==> config.mk <==
export PLATFORM = sky130hd
export DESIGN_NAME = acq_block_header_framer_core
export DESIGN_NICKNAME = d
export VERILOG_FILES = /design/src/acqf_pkg.sv /design/src/acqf_div.sv /design/src/acqf_dp.sv /design/src/acqf_ctrl.sv /design/src/acq_block_header_framer_core.sv
export SDC_FILE = /design/constraint.sdc
export NUM_CORES = 2
export LEC_CHECK = 0
export ABC_AREA = 1
export BUFFER_PORTS_ARGS = -buffer_cell sky130_fd_sc_hd__buf_2
export CELL_PAD_IN_SITES_DETAIL_PLACEMENT = 1
export CELL_PAD_IN_SITES_GLOBAL_PLACEMENT = 1
export CORE_ASPECT_RATIO = 1.2
export CORE_MARGIN = 3
export CORE_UTILIZATION = 51
export DETAILED_ROUTE_END_ITERATION = 12
export PLACE_DENSITY_LB_ADDON = 0.1
export SLEW_MARGIN = 0
export SYNTH_ARGS = -nofsm -noshare
export SYNTH_HDL_FRONTEND = slang
export SYNTH_SLANG_ARGS = --single-unit
==> constraint.sdc <==
create_clock -name i_clk -period 15.7 [get_ports i_clk]
set_input_delay 1.57 -clock i_clk [delete_from_list [all_inputs] [get_ports i_clk]]
set_output_delay 1.57 -clock i_clk [all_outputs]
set_load 0.05 [all_outputs]
==> src/acqf_pkg.sv <==
// acqf_pkg: shared types, constants and helpers for the block header framer.
// No dependencies.
package acqf_pkg;

    localparam int TYPE_W      = 16;
    localparam int CHAN_W      = 16;
    localparam int WORD16_W    = 16;
    localparam int STAMP_HI_W  = 8;
    localparam int STAMP_LO_W  = 32;
    localparam int STAMP_W     = STAMP_HI_W + STAMP_LO_W;
    localparam int SAMPLES_W   = 32;
    localparam int CNT_W       = 32;
    localparam int BLK_W       = 16;
    localparam int CLASS_W     = 3;
    localparam int NUM_CLASSES = 6;

    localparam int DSP_CNT_W   = 11;
    localparam int DIV_W       = DSP_CNT_W + 1;   // zero count stands for 2^DSP_CNT_W
    localparam int CFG_IDX_W   = 2;
    localparam int CFG_DATA_W  = 16;

    localparam int DIV_BITS_PER_CYCLE = 4;
    localparam int DIV_STEPS          = CHAN_W / DIV_BITS_PER_CYCLE;
    localparam int DIV_CNT_W          = $clog2(DIV_STEPS);

    localparam logic [DSP_CNT_W-1:0] RST_DSP_CNT    = DSP_CNT_W'(128);
    localparam logic [TYPE_W-1:0]    RST_SPIKE_CODE = TYPE_W'(1);
    localparam logic [TYPE_W-1:0]    RST_EVENT_CODE = TYPE_W'(4);
    localparam logic [TYPE_W-1:0]    RST_CONT_CODE  = TYPE_W'(5);

    localparam logic [CLASS_W-1:0] CLS_SPIKE    = CLASS_W'(0);
    localparam logic [CLASS_W-1:0] CLS_EVENT    = CLASS_W'(1);
    localparam logic [CLASS_W-1:0] CLS_WIDEBAND = CLASS_W'(2);

    typedef enum logic [CFG_IDX_W-1:0] {
        CFG_DSP_CNT    = 2'd0,
        CFG_SPIKE_CODE = 2'd1,
        CFG_EVENT_CODE = 2'd2,
        CFG_CONT_CODE  = 2'd3
    } t_cfg_idx;

    typedef enum logic [1:0] {
        K_SPIKE = 2'd0,
        K_EVENT = 2'd1,
        K_CONT  = 2'd2,
        K_NONE  = 2'd3
    } t_kind;

    typedef struct packed {
        logic [TYPE_W-1:0]     raw_type;
        logic [CHAN_W-1:0]     raw_channel;
        logic [STAMP_HI_W-1:0] stamp_upper;
        logic [STAMP_LO_W-1:0] stamp_lower;
        logic [WORD16_W-1:0]   waveform_count;
        logic [WORD16_W-1:0]   words_per_waveform;
    } t_in_word;

    typedef struct packed {
        logic [CLASS_W-1:0]   block_class;
        logic [CHAN_W-1:0]    channel_out;
        logic [STAMP_W-1:0]   stamp;
        logic [SAMPLES_W-1:0] sample_count;
        logic                 new_frame;
        logic [CNT_W-1:0]     frame_index;
        logic [BLK_W-1:0]     blocks_in_frame;
        logic                 order_error;
        logic [CNT_W-1:0]     total_frames;
    } t_out_word;

    typedef struct packed {
        logic capture;   // take the input word
        logic commit;    // update frame state, load output register
    } t_dp_cmd;

    typedef struct packed {
        logic in_is_cont;  // word on the input is a continuous block
        logic div_busy;
        logic div_last;    // divider does its final step this cycle
    } t_dp_sts;

    function automatic logic [CNT_W-1:0] sat_inc32(input logic [CNT_W-1:0] v);
        return (v == '1) ? v : v + CNT_W'(1);
    endfunction

endpackage

==> src/acqf_div.sv <==
// acqf_div: iterative restoring divider, DIV_BITS_PER_CYCLE quotient bits a cycle.
// Depends on acqf_pkg.
module acqf_div
    import acqf_pkg::*;
(
    input  logic              i_clk,
    input  logic              i_rst_n,
    input  logic              i_start,
    input  logic [CHAN_W-1:0] i_dividend,
    input  logic [DIV_W-1:0]  i_divisor,
    output logic              o_busy,
    output logic              o_last,
    output logic [CHAN_W-1:0] o_quotient,
    output logic [DIV_W-1:0]  o_remainder
);

    logic                 r_busy;
    logic [DIV_CNT_W-1:0] r_cnt;
    logic [DIV_W-1:0]     r_div;
    logic [DIV_W-1:0]     r_rem, n_rem;
    logic [CHAN_W-1:0]    r_q, n_q;
    logic [DIV_W:0]       trial;

    // q shifts dividend bits out at the top and quotient bits in at the bottom
    always_comb begin
        n_rem = r_rem;
        n_q   = r_q;
        trial = '0;
        for (int k = 0; k < DIV_BITS_PER_CYCLE; k++) begin
            trial = {n_rem, n_q[CHAN_W-1]};
            n_q   = {n_q[CHAN_W-2:0], 1'b0};
            if (trial >= {1'b0, r_div}) begin
                n_rem  = DIV_W'(trial - {1'b0, r_div});
                n_q[0] = 1'b1;
            end else begin
                n_rem = DIV_W'(trial);
            end
        end
    end

    always_ff @(posedge i_clk) begin
        if (!i_rst_n) begin
            r_busy <= 1'b0;
            r_cnt  <= '0;
        end else if (i_start) begin
            r_busy <= 1'b1;
            r_cnt  <= '0;
        end else if (r_busy) begin
            r_cnt <= r_cnt + DIV_CNT_W'(1);
            if (o_last) begin
                r_busy <= 1'b0;
            end
        end
    end

    always_ff @(posedge i_clk) begin
        if (i_start) begin
            r_div <= i_divisor;
            r_rem <= '0;
            r_q   <= i_dividend;
        end else if (r_busy) begin
            r_rem <= n_rem;
            r_q   <= n_q;
        end
    end

    assign o_busy      = r_busy;
    assign o_last      = r_busy && (r_cnt == DIV_CNT_W'(DIV_STEPS - 1));
    assign o_quotient  = r_q;
    assign o_remainder = r_rem;

endmodule

==> src/acqf_dp.sv <==
// acqf_dp: datapath - config registers, input capture, divider, frame state, output register.
// Depends on acqf_pkg and acqf_div.
module acqf_dp
    import acqf_pkg::*;
(
    input  logic                  i_clk,
    input  logic                  i_rst_n,
    input  logic                  i_cfg_we,
    input  logic [CFG_IDX_W-1:0]  i_cfg_idx,
    input  logic [CFG_DATA_W-1:0] i_cfg_data,
    input  t_in_word              i_in,
    input  t_dp_cmd               i_cmd,
    output t_dp_sts               o_sts,
    output t_out_word             o_out
);

    // configuration
    logic [DSP_CNT_W-1:0] r_dsp_cnt;
    logic [TYPE_W-1:0]    r_spike_code, r_event_code, r_cont_code;

    always_ff @(posedge i_clk) begin
        if (!i_rst_n) begin
            r_dsp_cnt    <= RST_DSP_CNT;
            r_spike_code <= RST_SPIKE_CODE;
            r_event_code <= RST_EVENT_CODE;
            r_cont_code  <= RST_CONT_CODE;
        end else if (i_cfg_we) begin
            case (t_cfg_idx'(i_cfg_idx))
                CFG_DSP_CNT:    r_dsp_cnt    <= i_cfg_data[DSP_CNT_W-1:0];
                CFG_SPIKE_CODE: r_spike_code <= i_cfg_data[TYPE_W-1:0];
                CFG_EVENT_CODE: r_event_code <= i_cfg_data[TYPE_W-1:0];
                CFG_CONT_CODE:  r_cont_code  <= i_cfg_data[TYPE_W-1:0];
                default: ;
            endcase
        end
    end

    // classify straight off the input; first match wins
    t_kind in_kind;
    always_comb begin
        if (i_in.raw_type == r_spike_code) begin
            in_kind = K_SPIKE;
        end else if (i_in.raw_type == r_event_code) begin
            in_kind = K_EVENT;
        end else if (i_in.raw_type == r_cont_code) begin
            in_kind = K_CONT;
        end else begin
            in_kind = K_NONE;
        end
    end

    // captured word
    t_kind                r_kind;
    logic [CHAN_W-1:0]    r_chan;
    logic [STAMP_W-1:0]   r_stamp;
    logic [SAMPLES_W-1:0] r_samples;

    always_ff @(posedge i_clk) begin
        if (i_cmd.capture) begin
            r_kind    <= in_kind;
            r_chan    <= i_in.raw_channel;
            r_stamp   <= {i_in.stamp_upper, i_in.stamp_lower};
            r_samples <= {{(SAMPLES_W-WORD16_W){1'b0}}, i_in.waveform_count}
                       * {{(SAMPLES_W-WORD16_W){1'b0}}, i_in.words_per_waveform};
        end
    end

    // channel / count: count of zero means the full 2^DSP_CNT_W
    logic              div_start, div_busy, div_last;
    logic [DIV_W-1:0]  divisor, div_rem;
    logic [CHAN_W-1:0] div_quo;

    assign div_start = i_cmd.capture && (in_kind == K_CONT);
    assign divisor   = {(r_dsp_cnt == '0), r_dsp_cnt};

    acqf_div u_div (
        .i_clk       (i_clk),
        .i_rst_n     (i_rst_n),
        .i_start     (div_start),
        .i_dividend  (i_in.raw_channel),
        .i_divisor   (divisor),
        .o_busy      (div_busy),
        .o_last      (div_last),
        .o_quotient  (div_quo),
        .o_remainder (div_rem)
    );

    assign o_sts.in_is_cont = (in_kind == K_CONT);
    assign o_sts.div_busy   = div_busy;
    assign o_sts.div_last   = div_last;

    // frame state
    logic [STAMP_W-1:0]  r_frame_stamp;
    logic [WORD16_W-1:0] r_frame_samples;
    logic [CLASS_W-1:0]  r_frame_class;
    logic [CLASS_W-1:0]  r_prev_class;
    logic [CHAN_W-1:0]   r_last_chan;
    logic [BLK_W-1:0]    r_blk_cnt, n_blk_cnt;
    logic [CNT_W-1:0]    r_fpc [NUM_CLASSES];
    logic [CNT_W-1:0]    r_total, n_total;
    logic                r_frame_open;

    logic [CLASS_W-1:0]  cls;
    logic [CHAN_W-1:0]   chan_o;
    logic                is_new;
    logic [CNT_W-1:0]    fpc_cur, n_fpc;
    logic [CHAN_W-1:0]   last_eff;
    logic                order_err;

    always_comb begin
        cls    = r_prev_class;
        chan_o = r_chan;
        case (r_kind)
            K_SPIKE: cls = CLS_SPIKE;
            K_EVENT: cls = CLS_EVENT;
            K_CONT: begin
                chan_o = CHAN_W'(div_rem) + CHAN_W'(1);
                if (div_quo[CHAN_W-1:2] == '0) begin
                    cls = CLS_WIDEBAND + CLASS_W'(div_quo[1:0]);
                end
            end
            default: ;
        endcase

        is_new = !r_frame_open || (r_stamp != r_frame_stamp) || (cls != r_frame_class)
              || (r_samples[WORD16_W-1:0] != r_frame_samples);

        // a block that does not open a frame has the frame's class, so cls indexes both
        fpc_cur   = r_fpc[cls];
        n_fpc     = is_new ? sat_inc32(fpc_cur) : fpc_cur;
        n_total   = is_new ? sat_inc32(r_total) : r_total;
        if (is_new) begin
            n_blk_cnt = BLK_W'(1);
        end else if (r_blk_cnt != '1) begin
            n_blk_cnt = r_blk_cnt + BLK_W'(1);
        end else begin
            n_blk_cnt = r_blk_cnt;
        end

        last_eff  = is_new ? '0 : r_last_chan;
        order_err = (cls >= CLS_WIDEBAND)
                 && (({1'b0, last_eff} + (CHAN_W+1)'(1)) != {1'b0, chan_o});
    end

    always_ff @(posedge i_clk) begin
        if (!i_rst_n) begin
            r_frame_stamp   <= '0;
            r_frame_samples <= '0;
            r_frame_class   <= CLS_SPIKE;
            r_prev_class    <= CLS_SPIKE;
            r_last_chan     <= '0;
            r_blk_cnt       <= '0;
            r_total         <= '0;
            r_frame_open    <= 1'b0;
            for (int c = 0; c < NUM_CLASSES; c++) begin
                r_fpc[c] <= '0;
            end
        end else if (i_cmd.commit) begin
            r_prev_class <= cls;
            r_last_chan  <= chan_o;
            r_blk_cnt    <= n_blk_cnt;
            r_total      <= n_total;
            r_fpc[cls]   <= n_fpc;
            if (is_new) begin
                r_frame_open    <= 1'b1;
                r_frame_stamp   <= r_stamp;
                r_frame_samples <= r_samples[WORD16_W-1:0];
                r_frame_class   <= cls;
            end
        end
    end

    // output register
    always_ff @(posedge i_clk) begin
        if (i_cmd.commit) begin
            o_out.block_class     <= cls;
            o_out.channel_out     <= chan_o;
            o_out.stamp           <= r_stamp;
            o_out.sample_count    <= r_samples;
            o_out.new_frame       <= is_new;
            o_out.frame_index     <= n_fpc - CNT_W'(1);
            o_out.blocks_in_frame <= n_blk_cnt;
            o_out.order_error     <= order_err;
            o_out.total_frames    <= n_total;
        end
    end

endmodule

==> src/acqf_ctrl.sv <==
// acqf_ctrl: controller FSM and channel handshakes for the block header framer.
// Depends on acqf_pkg.
module acqf_ctrl
    import acqf_pkg::*;
(
    input  logic    i_clk,
    input  logic    i_rst_n,
    input  logic    i_in_valid,
    output logic    o_in_stall,
    output logic    o_out_valid,
    input  logic    i_out_stall,
    input  t_dp_sts i_sts,
    output t_dp_cmd o_cmd
);

    typedef enum logic [2:0] {
        S_IDLE = 3'b001,
        S_DIV  = 3'b010,
        S_UPD  = 3'b100
    } t_state;

    t_state r_state, n_state;
    logic   r_out_valid;
    logic   accept, out_free;

    assign accept   = i_in_valid && (r_state == S_IDLE);
    assign out_free = !r_out_valid || !i_out_stall;

    always_comb begin
        n_state       = r_state;
        o_cmd.capture = 1'b0;
        o_cmd.commit  = 1'b0;
        case (r_state)
            S_IDLE: begin
                if (i_in_valid) begin
                    o_cmd.capture = 1'b1;
                    n_state       = i_sts.in_is_cont ? S_DIV : S_UPD;
                end
            end
            S_DIV: begin
                if (i_sts.div_last) begin
                    n_state = S_UPD;
                end
            end
            S_UPD: begin
                if (out_free) begin
                    o_cmd.commit = 1'b1;
                    n_state      = S_IDLE;
                end
            end
            default: n_state = S_IDLE;
        endcase
    end

    always_ff @(posedge i_clk) begin
        if (!i_rst_n) begin
            r_state     <= S_IDLE;
            r_out_valid <= 1'b0;
        end else begin
            r_state <= n_state;
            if (o_cmd.commit) begin
                r_out_valid <= 1'b1;
            end else if (!i_out_stall) begin
                r_out_valid <= 1'b0;
            end
        end
    end

    assign o_in_stall  = (r_state != S_IDLE);
    assign o_out_valid = r_out_valid;

`ifndef NO_ASSERTIONS
    a_div_running: assert property (@(posedge i_clk) disable iff (!i_rst_n)
        (r_state == S_DIV) |-> i_sts.div_busy)
        else $error("controller waits on an idle divider");

    a_no_overwrite: assert property (@(posedge i_clk) disable iff (!i_rst_n)
        o_cmd.commit |-> out_free)
        else $error("output word overwritten before it was taken");

    a_short_path: assert property (@(posedge i_clk) disable iff (!i_rst_n)
        (accept && !i_sts.in_is_cont) |=> (r_state == S_UPD))
        else $error("non-continuous word did not go straight to update");

    a_commit_shows: assert property (@(posedge i_clk) disable iff (!i_rst_n)
        o_cmd.commit |=> o_out_valid)
        else $error("committed word not presented");
`endif

endmodule

==> src/acq_block_header_framer_core.sv <==
// acq_block_header_framer_core: top level, one result word per header word.
// Flow: spike, event and unknown types go from accept via the update state to output valid;
//   continuous blocks pass through the divider first, 4 quotient bits per divider cycle.
// A new header is taken only once the last one is committed; a held output adds waits.
// Reset: synchronous active-low i_rst_n clears config to defaults and all frame state.
// Depends on acqf_pkg, acqf_ctrl, acqf_dp.
module acq_block_header_framer_core
    import acqf_pkg::*;
(
    input  logic                  i_clk,
    input  logic                  i_rst_n,
    // configuration write port
    input  logic                  i_cfg_we,
    input  logic [CFG_IDX_W-1:0]  i_cfg_idx,
    input  logic [CFG_DATA_W-1:0] i_cfg_data,
    // header word in
    input  logic                  i_in_valid,
    output logic                  o_in_stall,
    input  t_in_word              i_in,
    // result word out
    output logic                  o_out_valid,
    input  logic                  i_out_stall,
    output t_out_word             o_out
);

    // Controller sequences capture -> (divide) -> update; datapath holds
    // everything else, including the output register so the next header
    // can be taken while a result waits downstream.
    t_dp_cmd cmd;
    t_dp_sts sts;

    acqf_ctrl u_ctrl (
        .i_clk       (i_clk),
        .i_rst_n     (i_rst_n),
        .i_in_valid  (i_in_valid),
        .o_in_stall  (o_in_stall),
        .o_out_valid (o_out_valid),
        .i_out_stall (i_out_stall),
        .i_sts       (sts),
        .o_cmd       (cmd)
    );

    // Datapath: channel remap by the divider, frame boundary detection,
    // saturating per-class and total frame counters, order check.
    acqf_dp u_dp (
        .i_clk      (i_clk),
        .i_rst_n    (i_rst_n),
        .i_cfg_we   (i_cfg_we),
        .i_cfg_idx  (i_cfg_idx),
        .i_cfg_data (i_cfg_data),
        .i_in       (i_in),
        .i_cmd      (cmd),
        .o_sts      (sts),
        .o_out      (o_out)
    );

endmodule
# Word level (Yosys, flattened, before mapping)
# Memories as Yosys holds them, arrays and structs flattened.
# Cells that the tools add are included.
# totals
regBits	496
ramBits	192
in_bits	127
output_inout_bits	175
mem_count	1
# classes
n_addsub	12
mul	1
n_lt_le_gt_ge	5
eq_ne	25
mux	44
bitwise_logic	1
n_reduce_logical	23
# memory_table
name	depth	width	read_ports	rd_ports_with_merged_regs	wr	line	source
u_dp.r_fpc	6	32	1	0	6	acqf_dp.sv:99	logic [CNT_W-1:0] r_fpc [NUM_CLASSES];
# op_table
operator	count
$mux W32	5
$mux W16	6
$add A32 B1 Y32 const B	2
$eq A32 B32 Y1 const B	2
$ge A13 B12 Y1	4
$eq A16 B16 Y1	3
$mux W12	4
$sub A12 B12 Y12	4
$ne A40 B40 Y1	1
$mul A16 B16 Y32	1
$reduce_or A32 Y1	1
$sub A32 B1 Y32 const B	1
$mux W1	19
$mux W3	6
$pmux W3 S3	2
$add A16 B1 Y17 const B	1
$ne A17 B16 Y1	1
$add A16 B1 Y16 const B	1
$ne A16 B16 Y1	1
$ne A16 B16 Y1 const B	1
$logic_not A14 Y1	1
$add A12 B1 Y13 const B	1
$logic_not A11 Y1	1
$eq A2 B2 Y1 const B	5
other kinds (21)	37

# Logic depth before layout (Yosys ltp)
# depth
ltp_word	10
ltp_mapped	65
depth_no_buf	63

# Hierarchy
# A second synthesis with hierarchy kept.
# unflattened
cells_unflattened	5577
area_unflattened_um2	46585.9
# by_module_without_submodules
mod	n_inst	cells_each	area_per_inst_um2	seq_area_each_um2
acqf_dp	1	4842	41697.5	19308.5
acqf_div	1	697	4630.7	1141.1
acqf_ctrl	1	38	257.7	80.1

# Worst setup path after synthesis
# Ideal clock, no wire load.
# synth_path
path_kind	flip-flop to flip-flop
from	register u_dp.u_div.r_div[1]
to	register u_dp.u_div.r_rem[0], in the netlist u_dp.u_div.o_remainder[0]
t_arrival_ps	9012
required_time_ps	15580
setup_slack_ps	6569
path_stages_with_launch	63
n_path_buf	4
period_less_slack_ps	9131
path_cell_list	edfxtp_1 > inv_1 > ha_1 > nand3_1 > and2_1 > o21ai_0 > nand3_1 > nand3_1 > clkbuf_1 > clkbuf_1 > nand2_1 > o21ai_0 > ha_1 > nand2_1 > nand2_1 > a31oi_1 > o21ai_0 > a21oi_1 > [27 not listed] > inv_1 > o31ai_1 > a21oi_1 > o21bai_1 > nand2_1 > nand2_1 > a21oi_1 > o21ai_0 > a21oi_1 > o21bai_1 > o21ai_0 > nand2_1 > a21oi_1 > nand2_1 > clkbuf_1 > nand2_1 > o211ai_1 > nand2_1
# synth_via
elab_chain_cells	8
elab_cells_between_ends	11
cone_classes	add/sub (3); order compare (4); mux (4)
# synth_lines
element	line	source
start, declared	acqf_div.sv:19	logic [DIV_W-1:0] r_div;
start signal, assigned	acqf_div.sv:58	r_div <= i_divisor;
$sub A12 B12 Y12 / $ge A13 B12 Y1 (equally long branches)	acqf_div.sv:33, acqf_div.sv:32	
$mux W12	acqf_div.sv:32	if (trial >= {1'b0, r_div}) begin
$sub A12 B12 Y12 / $ge A13 B12 Y1 (equally long branches)	acqf_div.sv:33, acqf_div.sv:32	
$mux W12	acqf_div.sv:32	
$sub A12 B12 Y12 / $ge A13 B12 Y1 (equally long branches)	acqf_div.sv:33, acqf_div.sv:32	
$mux W12	acqf_div.sv:32	
$ge A13 B12 Y1 (*)	acqf_div.sv:32	
$mux W12 (*)	acqf_div.sv:32	
end signal, assigned	acqf_div.sv:62	r_rem <= n_rem;
end, declared	acqf_div.sv:20	logic [DIV_W-1:0] r_rem, n_rem;
# Every way passes the cells marked *; elsewhere a longest branch is shown, timed or not.
# A chain may end at the register's enable or synchronous reset.

# Worst setup path after layout
# layout_path
from	register u_dp.u_div.r_div[1]
to	register u_dp.u_div.r_rem[8], in the netlist u_dp.u_div.o_remainder[8]
# layout_via
elab_chain_cells	8
elab_cells_between_ends	12
cone_classes	add/sub (4); order compare (4); mux (4)
# layout_lines
element	line
$sub A12 B12 Y12 / $ge A13 B12 Y1 (equally long branches)	acqf_div.sv:33, acqf_div.sv:32
$mux W12	acqf_div.sv:32
$sub A12 B12 Y12 / $ge A13 B12 Y1 (equally long branches)	acqf_div.sv:33, acqf_div.sv:32
$mux W12	acqf_div.sv:32
$sub A12 B12 Y12 / $ge A13 B12 Y1 (equally long branches)	acqf_div.sv:33, acqf_div.sv:32
$mux W12	acqf_div.sv:32
$sub A12 B12 Y12 / $ge A13 B12 Y1 (equally long branches)	acqf_div.sv:33, acqf_div.sv:32
$mux W12 (*)	acqf_div.sv:32
# Marked as above.

==> impl_metrics.ini <==
[die]
dieArea_mm2 = 0.0955
core_area_mm2 = 0.0908
pin_count = 302
floorplan.initialDensity_pct = 51.6
chipHeight_um = 338
placementRows = 121
dieWidth_um = 283

[route]
detailedRoute.firstPassIterationCount = 7
wl_per_cell_um = 21.8
drt_drc_violations_left = 0
route.vias.total = 38900
drt_wl_total_um = 152000
drtAntennaViolNets = 0
first_iter_violations = 1988
via_per_inst = 5.58

[global_route]
pin_count_of_the_biggest_net_entering_global_routing = 102
grt_remaining_overflow = 0
initial_antenna_violation_count = 8
globalRouteTotalUtil_pct = 31.7
grt_first_pass_wirelength_um = 233000
grt_pass1_vias = 41700

[clock_tree]
clk_latency_ns = 0.66
cts_buffers = 81
clock-sinks = 752
clockBufferDepth = 3
cts_htree_levels = 3
holdBufCountCts = 0
cts_resized = 0
cts_setup_buffers = 0
clk_root_buffer_cell = clkbuf_16
cts_tree = done
clkTransAtPathRegs_ns = 0.06

[synthesis]
yosys-mux-area-fraction_pct = 0.0240
synth_async_sr_flop_share_pct = 0
synthesis.instances = 5529
yosysWarnings = 0
synth_enable_flop_cells = 547
synth_area_mm2 = 0.0468
compound_gate_portion_of_the_synthesized_area_pct = 5.64
yosys.area_share.simple_pct = 24.6
synth_area_leaders = edfxtp_1 35%, nand2_1 10%, dfxtp_1 8.8%, fa_1 8.5%, inv_1 6.9%
synth_flop_cell = edfxtp_1
synth_area_per_cell_um2 = 8.47
synth_cell_type_count = 62
synth_xor_area_share_pct = 3.81
synth_fp_nets = 6013
synth-adder-area-share_pct = 12.7
synth.yosys.seq_area_share_pct = 43.8
post-synth-top-area-fraction_pct = 35.1
synth_top_area_cell = edfxtp_1
ys_ff_latch = 752
synth_top_family_by_area = simple AND/OR/NAND/NOR gates

[critical_path]
cpMostUsedCell = nand2_1
crit_path_top_delay_cell = o21ai_0
worst_path_buf_inv = 7
critical_path.reg2reg.endpoint = u_dp.u_div.o_remainder[8]
crit_required_ns = 16.24
critical_path_peak_fanout = 23
worstSetupStartpointType = flop
worst-r2r-cell-count = 58
setup_crit_end = u_dp.u_div.o_remainder[8]
startpoint_of_the_worst_register_to_register_path = u_dp.u_div.r_div[1]
critical_path.startpoint = u_dp.u_div.r_div[1]
critPathTopFamily = compound AO/OA/AOI/OAI gates
timing.critical_path.arrival_ns = 12.59
crit_path_end_kind = flop
timing_worst_setup_path_type = flop to flop
cp_slowest_stage_delay_ns = 0.64
reg2reg_setup_slack_ns = 3.65
worst-path-stages = 58

[layout]
area_of_all_placed_cells_without_fillers_mm2 = 0.0517
fraction_of_final_layout_cells_sized_beyond_drive_strength_1_pct = 10.2
most-common-layout-cells = 1299 x nand2_1, 861 x inv_1, 593 x nor2_1
syn_to_final_growth_pct = 10.3
mostFrequentLayoutCell = nand2_1
num-nets-final = 6208

[power]
power_leakage_uw = 0.0232
maximum_ir_drop_on_the_vdd_rail_uv = 181
p_per_area_mw_per_mm2 = 165

[job]
cap_violations = 0

[sta]
fin_tns_setup_ns = 0
fmax_ghz = 0.0830
tightestPinTransition_ns = 1.11
slew_violations = 0
final_period_minus_worst_setup_slack_ns = 12.05
setup_viol_count_final = 0
report.final.hold_viol_count = 0
finalCritPeriodShare_pct = 76.8
setup_repair_after_global_routing_missed_its_margin = false
max_transition_margin_pct = 25.0
worst_clock_skew_on_the_final_layout_ns = 0.0377

[placed_design]
placedInstanceArea_mm2 = 0.0491
place_congestion = 0.951
io_buffers = 301
place.detailed.hpwl_um = 109000

[worst_hold_path]
hp-class = flop to flop

[outcome]
outcome = finished clean
## cells by family (layout without fill, tap and decap cells)
logic type                 after synthesis  count (layout)
muxes                                    1               1
buffers and inverters                 1102            1363
AOI/OAI and AO/OA                      482             482
and+or+nand+nor                       2639            2639
DFF                                    752             752
xor gates and xnor gates               196             196
other                                    0               7
adders and majority gates              357             357
## routing by layer
metal  global-route usage (%)  wire [um]
met1                     35.2      57400
met2                     60.7      82000
met5                        0          0
met3                     3.50       5850
met4                     13.5       6440
## per-stage QoR
step / std cells / util (%) / setup WS (ns) / hold slack (ns) / total power (uW)
2_1_floorplan: 5529 / - / 6.57 / 0.400 / 5510
3_3_place_gp: 6809 / 54.0 / 3.99 / 0.402 / 6480
3_5_place_dp: 6809 / 54.0 / 3.72 / 0.405 / 6660
4_1_cts: 6958 / 56.9 / 3.62 / 0.421 / 8590
5_1_grt: 6965 / 56.9 / 2.55 / 0.430 / 9180
6_report: 6965 / 56.9 / 3.65 / 0.421 / 8520
## Yosys cell counts (3+ instances only)
| cell type | number |
|---|---|
| buf_4 | 12 |
| clkbuf_1 | 148 |
| nor2_2 | 17 |
| o21bai_1 | 4 |
| nand4_1 | 83 |
| inv_1 | 862 |
| nand2_1 | 1302 |
| xnor2_1 | 54 |
| buf_1 | 6 |
| edfxtp_1 | 547 |
| o21ai_0 | 251 |
| a22o_1 | 8 |
| and3_1 | 3 |
| o21a_1 | 11 |
| xor2_1 | 136 |
| nor3b_1 | 9 |
| o21ai_1 | 3 |
| or2_2 | 26 |
| clkinv_1 | 4 |
| xnor3_1 | 4 |
| a211oi_1 | 4 |
| nand3_1 | 373 |
| o211ai_1 | 13 |
| nor3_1 | 51 |
| o22ai_1 | 18 |
| fa_1 | 198 |
| nor2_4 | 9 |
| ha_1 | 159 |
| nand2_2 | 23 |
| a31oi_1 | 6 |
| nand3_2 | 10 |
| dfxtp_1 | 205 |
| a21oi_1 | 144 |
| nand3b_1 | 86 |
| buf_6 | 19 |
| buf_2 | 42 |
| nand2_4 | 11 |
| inv_2 | 9 |
| nor4_1 | 28 |
| o31ai_1 | 3 |
| nor2_1 | 597 |
## worst register-to-register path: cells and delay by family, from the launching register on
kind | cells | cell delay, ns
fa+ha+maj | 4 | 1.29
compound gates | 23 | 4.80
simple gates | 23 | 3.44
flops | 1 | 0.44
buf+inv | 7 | 1.56
mux | 1 | 0.41
## flip-flops by register name, indices dropped and copies added (netlist names), 2 cells and up
signal,count
u_dp.r_dsp_cnt,11
u_dp.r_prev_class,3
u_dp.r_kind,2
u_dp.r_fpc,256
u_dp.r_samples,32
u_dp.r_event_code,16
u_dp.r_frame_samples,16
u_dp.r_chan,16
u_dp.r_spike_code,16
u_dp.u_div.r_cnt,2
u_ctrl.r_state,3
u_dp.r_frame_class,3
u_dp.r_last_chan,16
u_dp.r_cont_code,16
u_dp.r_stamp,40
u_dp.u_div.o_quotient,16
u_dp.u_div.o_remainder,12
u_dp.r_total,32
u_dp.o_out,173
u_dp.r_blk_cnt,16
u_dp.r_frame_stamp,40
u_dp.u_div.r_div,12
## report_power, final
group	switching, uW	internal (uW)	total [uW]
sequential	84.9	2410	2490
combinational	2660	1480	4140
clock	840	1050	1890
## how the worst min path moves through the flow
stage	to	cells after the start	slack (ns)	from
after floorplan	u_dp.o_out[100]	0	0.40	u_dp.r_samples[18]
after global placement	u_dp.o_out[111]	0	0.40	u_dp.r_samples[29]
after detailed placement	u_dp.o_out[100]	0	0.41	u_dp.r_samples[18]
after CTS	u_dp.o_out[103]	0	0.42	u_dp.r_samples[21]
after global routing	u_dp.o_out[113]	0	0.43	u_dp.r_samples[31]
final	u_dp.o_out[111]	0	0.42	u_dp.r_samples[29]
## cell type report
type,instances,area [um2]
clock inverters,42,353
inverters,875,3290
well taps,1168,1460
repair buffers,339,1790
fillers,10900,39200
diodes,7,17.5
multi-input cells,3675,22000
clock buffers,107,2240
flip-flops and latches,752,20500
Note: power is estimated with default switching activity, not from simulation.
